File: config.mk
export PLATFORM = sky130hd
export DESIGN_NAME = yrm_div
export DESIGN_NICKNAME = d
export VERILOG_FILES = /design/src/hw/rtl/yrm_pkg.sv /design/src/hw/rtl/yrm_div.sv
export SDC_FILE = /design/constraint.sdc
export NUM_CORES = 1
export LEC_CHECK = 0
export BUFFER_PORTS_ARGS = -buffer_cell sky130_fd_sc_hd__buf_4
export CORE_ASPECT_RATIO = 2
export CORE_MARGIN = 2
export CORE_UTILIZATION = 50
export CTS_CLUSTER_SIZE = 14
export DETAILED_ROUTE_END_ITERATION = 12
export HOLD_SLACK_MARGIN = 0.03
export PLACE_DENSITY = 0.83
export SKIP_LAST_GASP = 1
export SLEW_MARGIN = 25
export SYNTH_ARGS = -nofsm -noshare
export SYNTH_HDL_FRONTEND = slang
export SYNTH_SLANG_ARGS = --single-unit
File: constraint.sdc
create_clock -name clk -period 4.1 [get_ports clk]
set_input_delay 1.23 -clock clk [delete_from_list [all_inputs] [get_ports clk]]
set_output_delay 1.23 -clock clk [all_outputs]
set_load 0.01 [all_outputs]
File: src/hw/rtl/yrm_pkg.sv
// ----------------------------------------------------------------------------
// yrm_pkg
// Frame geometry, request codes, register indexes and address helpers shared
// by the mosaic modules.
// ----------------------------------------------------------------------------
`timescale 1ns / 1ps
`default_nettype none
package yrm_pkg;

  localparam int FRAME_WIDTH  = 800;
  localparam int FRAME_HEIGHT = 600;
  localparam int CHROMA_W     = FRAME_WIDTH / 2;
  localparam int CHROMA_H     = FRAME_HEIGHT / 2;
  localparam int LUMA_DEPTH   = FRAME_WIDTH * FRAME_HEIGHT;
  localparam int CHROMA_DEPTH = CHROMA_W * CHROMA_H;
  localparam int LUMA_AW      = $clog2(LUMA_DEPTH);
  localparam int CHROMA_AW    = $clog2(CHROMA_DEPTH);

  localparam int COORD_W = 10;
  localparam int SUM_W   = 24;
  localparam int CNT_W   = 16;

  localparam logic [7:0] BORDER_LUMA = 8'd76;
  localparam logic [7:0] MIN_TILE    = 8'd2;

  localparam logic [1:0] REQ_WRITE = 2'd0;
  localparam logic [1:0] REQ_RUN   = 2'd1;
  localparam logic [1:0] REQ_READ  = 2'd2;
  localparam logic [1:0] REQ_NONE  = 2'd3;

  localparam logic [1:0] PLANE_Y = 2'd0;
  localparam logic [1:0] PLANE_U = 2'd1;
  localparam logic [1:0] PLANE_V = 2'd2;

  localparam logic [2:0] CFG_REGION_X      = 3'd0;
  localparam logic [2:0] CFG_REGION_Y      = 3'd1;
  localparam logic [2:0] CFG_REGION_WIDTH  = 3'd2;
  localparam logic [2:0] CFG_REGION_HEIGHT = 3'd3;
  localparam logic [2:0] CFG_TILE_SIZE     = 3'd4;
  localparam logic [2:0] CFG_FRAME_BORDER  = 3'd5;
  localparam logic [2:0] CFG_MOSAIC_ENABLE = 3'd6;

  function automatic logic [LUMA_AW-1:0] luma_addr(input logic [COORD_W-1:0] r,
                                                   input logic [COORD_W-1:0] c);
    luma_addr = LUMA_AW'(r * FRAME_WIDTH + c);
  endfunction

  function automatic logic [CHROMA_AW-1:0] chroma_addr(input logic [COORD_W-1:0] r,
                                                       input logic [COORD_W-1:0] c);
    chroma_addr = CHROMA_AW'(r * CHROMA_W + c);
  endfunction

endpackage
`default_nettype wire

File: src/hw/rtl/yrm_div.sv
// ----------------------------------------------------------------------------
// yrm_div
// Restoring divider, one quotient bit per cycle, used for the tile means.
// ----------------------------------------------------------------------------
`timescale 1ns / 1ps
`default_nettype none
module yrm_div
  import yrm_pkg::*;
(
  input  logic             clk,
  input  logic             rst,
  input  logic             start,
  input  logic [SUM_W-1:0] dividend,
  input  logic [CNT_W-1:0] divisor,
  output logic             done,
  output logic [7:0]       quotient
);

  localparam int STEP_W = $clog2(SUM_W + 1);

  logic [SUM_W-1:0]  dvd;
  logic [CNT_W-1:0]  dsr;
  logic [CNT_W:0]    rem;
  logic [STEP_W-1:0] steps;
  logic              busy;
  logic [CNT_W:0]    rem_sh;
  logic              fits;

  assign rem_sh   = {rem[CNT_W-1:0], dvd[SUM_W-1]};
  assign fits     = rem_sh >= {1'b0, dsr};
  assign quotient = dvd[7:0];

  always_ff @(posedge clk) begin
    if (rst) begin
      busy  <= 1'b0;
      done  <= 1'b0;
      steps <= '0;
    end else begin
      done <= !start && busy && (steps == STEP_W'(1));
      if (start) begin
        busy  <= 1'b1;
        steps <= STEP_W'(SUM_W);
        dvd   <= dividend;
        dsr   <= divisor;
        rem   <= '0;
      end else if (busy) begin
        rem   <= fits ? rem_sh - {1'b0, dsr} : rem_sh;
        dvd   <= {dvd[SUM_W-2:0], fits};
        steps <= steps - 1'b1;
        if (steps == STEP_W'(1)) begin
          busy <= 1'b0;
        end
      end
    end
  end

endmodule
`default_nettype wire

==> flow_metrics.py <==
metrics = {
    "worst_setup_path": {
        "worstSetupEndpointType": "flip-flop",
        "arrival_ns": 3.05,
        "cpLargestDelayFamily": "simple AND/OR/NAND/NOR gates",
        "cpPeakStageDelay_ns": 0.45,
        "critPathRequiredTime_ns": 4.19,
        "crit_slowest_cell": "or3_4",
        "cp_num_buf_inv": 0,
        "worstReg2RegStart": "rem[13]$_SDFFCE_PP0P_",
        "crit_start": "rem[13]$_SDFFCE_PP0P_",
        "crit_path_cell_trace": "ha_1 -> a21o_1 -> a211o_1 -> or3_4 -> nor3_4 -> nor3_2 -> mux2_4",
        "reg2regPathDepth": 7,
        "critPathKind": "flip-flop to flip-flop",
        "critical_path.max_fanout": 11,
        "reg2reg_slack_ns": 1.14,
        "cp.depth": 7,
        "cp-start-kind": "flip-flop",
        "r2r_end": "rem[1]$_SDFFCE_PP0P_",
    },
    "synthesis": {
        "syn-num-nets": 383,
        "syn_inst": 321,
        "synth_seq_cells": 63,
        "synth-edff-count": 56,
        "syn_avg_cell_area_um2": 11.4,
        "synth.top_cells.by_area": "edfxtp_1, mux2_2, ha_1",
        "yosys-top-cells-count": "edfxtp_1, mux2_2, inv_1",
        "synth-main-ff-cell": "edfxtp_1",
        "synth_most_common_cell": "edfxtp_1",
        "synth_area_um2": 3650,
        "synth_top_area_frac": 0.460,
        "ys_seq_area_frac": 0.499,
        "ys_types": 54,
        "yosys.area.top_type": "edfxtp_1",
        "async_flop_share": 0,
        "ys_warn_count": 0,
    },
    "floorplanning": {
        "io_pins": 52,
        "dieArea_um2": 8050,
        "fp.dieW_um": 64.4,
        "die_y_um": 125,
        "core_area_um2": 7160,
        "start_util": 0.510,
        "rows": 44,
    },
    "drt": {
        "vias": 2773,
        "drc_errors": 0,
        "drt-initial-drc-count": 246,
        "wl_per_cell_um": 17.7,
        "wl_um": 8090,
        "drtAntennaViolNets": 0,
        "drt_first_pass_iters": 5,
        "vias_per_cell": 6.07,
    },
    "global_route": {
        "grt_max_degree": 41,
        "grt_antenna_before_repair": 0,
        "grt_overflow": 0,
        "grt_pass1_vias": 2818,
        "grt_first_pass_wirelength_um": 13200,
        "grt_usage": 0.216,
    },
    "sta": {
        "finalCritPeriodShare": 0.723,
        "max_freq_mhz": 337,
        "tns_ns": 0,
        "drv_slew": 0,
        "rsz0062_at_grt": "no",
        "slew_headroom": 0.553,
        "worstMarginPinSlew_ns": 0.669,
        "min_period_ns": 2.96,
        "finalHoldViolations": 0,
        "skew_ns": 0.0100,
        "setup_viol": 0,
    },
    "clocking": {
        "cts.reportedPaths.clkPinSlew_ns": 0.05,
        "cts_inserted_buffers": 9,
        "insertion_delay_ns": 0.33,
        "postCtsResizedCells": 0,
        "clk_root_buffer_cell": "clkbuf_16",
        "post-cts-setup-buffer-count": 0,
        "cts_buffer_depth": 2,
        "postCtsHoldBufs": 0,
        "ctsHtreeMaxLevel": 3,
        "cts_tree": "yes",
        "clock-sinks": 63,
    },
    "run": {
        "maxCapViolations": 0,
    },
    "pwr": {
        "leakage_nw": 1.74,
        "ir_drop_mv": 0.384,
        "powerDensity_nw_per_um2": 477,
        "p_total_w": 0.00207,
    },
    "final_layout": {
        "layout.nets": 422,
        "fillerInstances": 573,
        "area_growth_pct": 18.6,
        "insertedDiodeCount": 0,
        "fin_util": 0.605,
        "drive_above_1_share": 0.296,
    },
    "worst_hold_path": {
        "min_to": "steps[1]$_SDFFE_PP0P_",
        "hp-class": "flip-flop to flip-flop",
        "hold_path_depth": 2,
        "min_from": "steps[1]$_SDFFE_PP0P_",
    },
    "placed_design": {
        "port_buffers": 51,
        "place.gp.congestion": 0.900,
        "dp_hpwl_um": 5640,
    },
    "run_status": {
        "status": "completed",
    },
}
logic make-up after synthesis:
logic type / after synthesis / share of synthesized area
AOI/OAI and AO/OA: 75 / 0.148
xor gates and xnor gates: 11 / 0.0264
adders and majority gates: 19 / 0.0671
buffers and inverters: 50 / 0.0647
DFF: 63 / 0.499
muxes: 30 / 0.0918
and+or+nand+nor: 73 / 0.103
through the flow:
step | hold WS, ns | setup WS [ns] | cells | area [um^2]
finish | 0.543 | 1.14 | 457 | 4330
global placement | 0.496 | 1.28 | 441 | 4040
floorplan | 0.477 | 0.0512 | 321 | 3650
detailed placement | 0.540 | 1.16 | 441 | 4040
global route | 0.562 | 1.05 | 457 | 4330
CTS | 0.547 | 1.16 | 457 | 4330
where the power goes:
group / switching (W) / internal, W / leakage (nW) / total [W]
registers: 0.0000291 / 0.000773 / 0.593 / 0.000802
logic: 0.000288 / 0.000222 / 0.999 / 0.000509
clock network: 0.000270 / 0.000485 / 0.143 / 0.000754
layout make-up:
| cell class | count | area (um^2) | area share |
|---|---|---|---|
| timing repair buffer | 55 | 413 | 0.0953 |
| clock buffer | 12 | 246 | 0.0569 |
| multi-input combinational | 208 | 1600 | 0.370 |
| inverter | 23 | 86.3 | 0.0199 |
| sequential | 63 | 1820 | 0.420 |
| clock inverter | 4 | 47.5 | 0.0110 |
| tap | 92 | 115 | 0.0266 |
layer usage:
layer / part of all wire / routed length, um / global-route usage / up-vias
met3: 0.073 / 590 / 0.0632 / 28
met1: 0.38 / 3050 / 0.256 / 1312
met5: 0 / 0 / 0 / -
li1: - / - / - / 1286
met4: 0.032 / 259 / 0.105 / 0
met2: 0.52 / 4190 / 0.351 / 147
worst reg2reg max path, delay by kind of cell, from the launching register on:
family | cells | cell delay (ns)
AOI/OAI and AO/OA | 2 | 0.56
muxes | 1 | 0.32
adders and majority gates | 1 | 0.40
DFF | 1 | 0.40
and+or+nand+nor | 3 | 1.03
worst max-delay path by stage:
stage | end | slack, ns
after detailed placement | rem[1]$_SDFFCE_PP0P_ | 1.16
after CTS | rem[1]$_SDFFCE_PP0P_ | 1.16
final | rem[1]$_SDFFCE_PP0P_ | 1.14
after floorplan | dvd[0]$_DFFE_PP_ | 0.05
after global routing | rem[1]$_SDFFCE_PP0P_ | 1.05
after global placement | dsr[7]$_DFFE_PP_ | 1.28
cell usage in the layout, fill, tap and decap left out, types with 3 or more instances in the layout:
cell       Yosys  final
edfxtp_1      56     56
buf_4          8     55
mux2_2        24     24
inv_1         23     23
ha_1          18     18
nand2_1       17     17
nor2_1        18     17
a21oi_1       13     13
o21ai_0       11     11
xnor2_1       10     10
clkbuf_16      0      9
nand3_1        8      8
nor3_1         8      8
o311ai_0       8      8
a31o_2         7      7
o31ai_1        7      7
dfxtp_1        7      7
a21o_1         5      5
mux2i_1        5      5
nand4_1        4      4
o211ai_1       4      4
nand2b_1       3      3
a31oi_1        3      3
o311a_1        3      3
state kept, by name (all words and copies together) (netlist names):
register  count
busy          1
done          1
dsr          16
dvd          24
rem          16
steps         5
No activity file was read; power rests on OpenSTA's default activity.
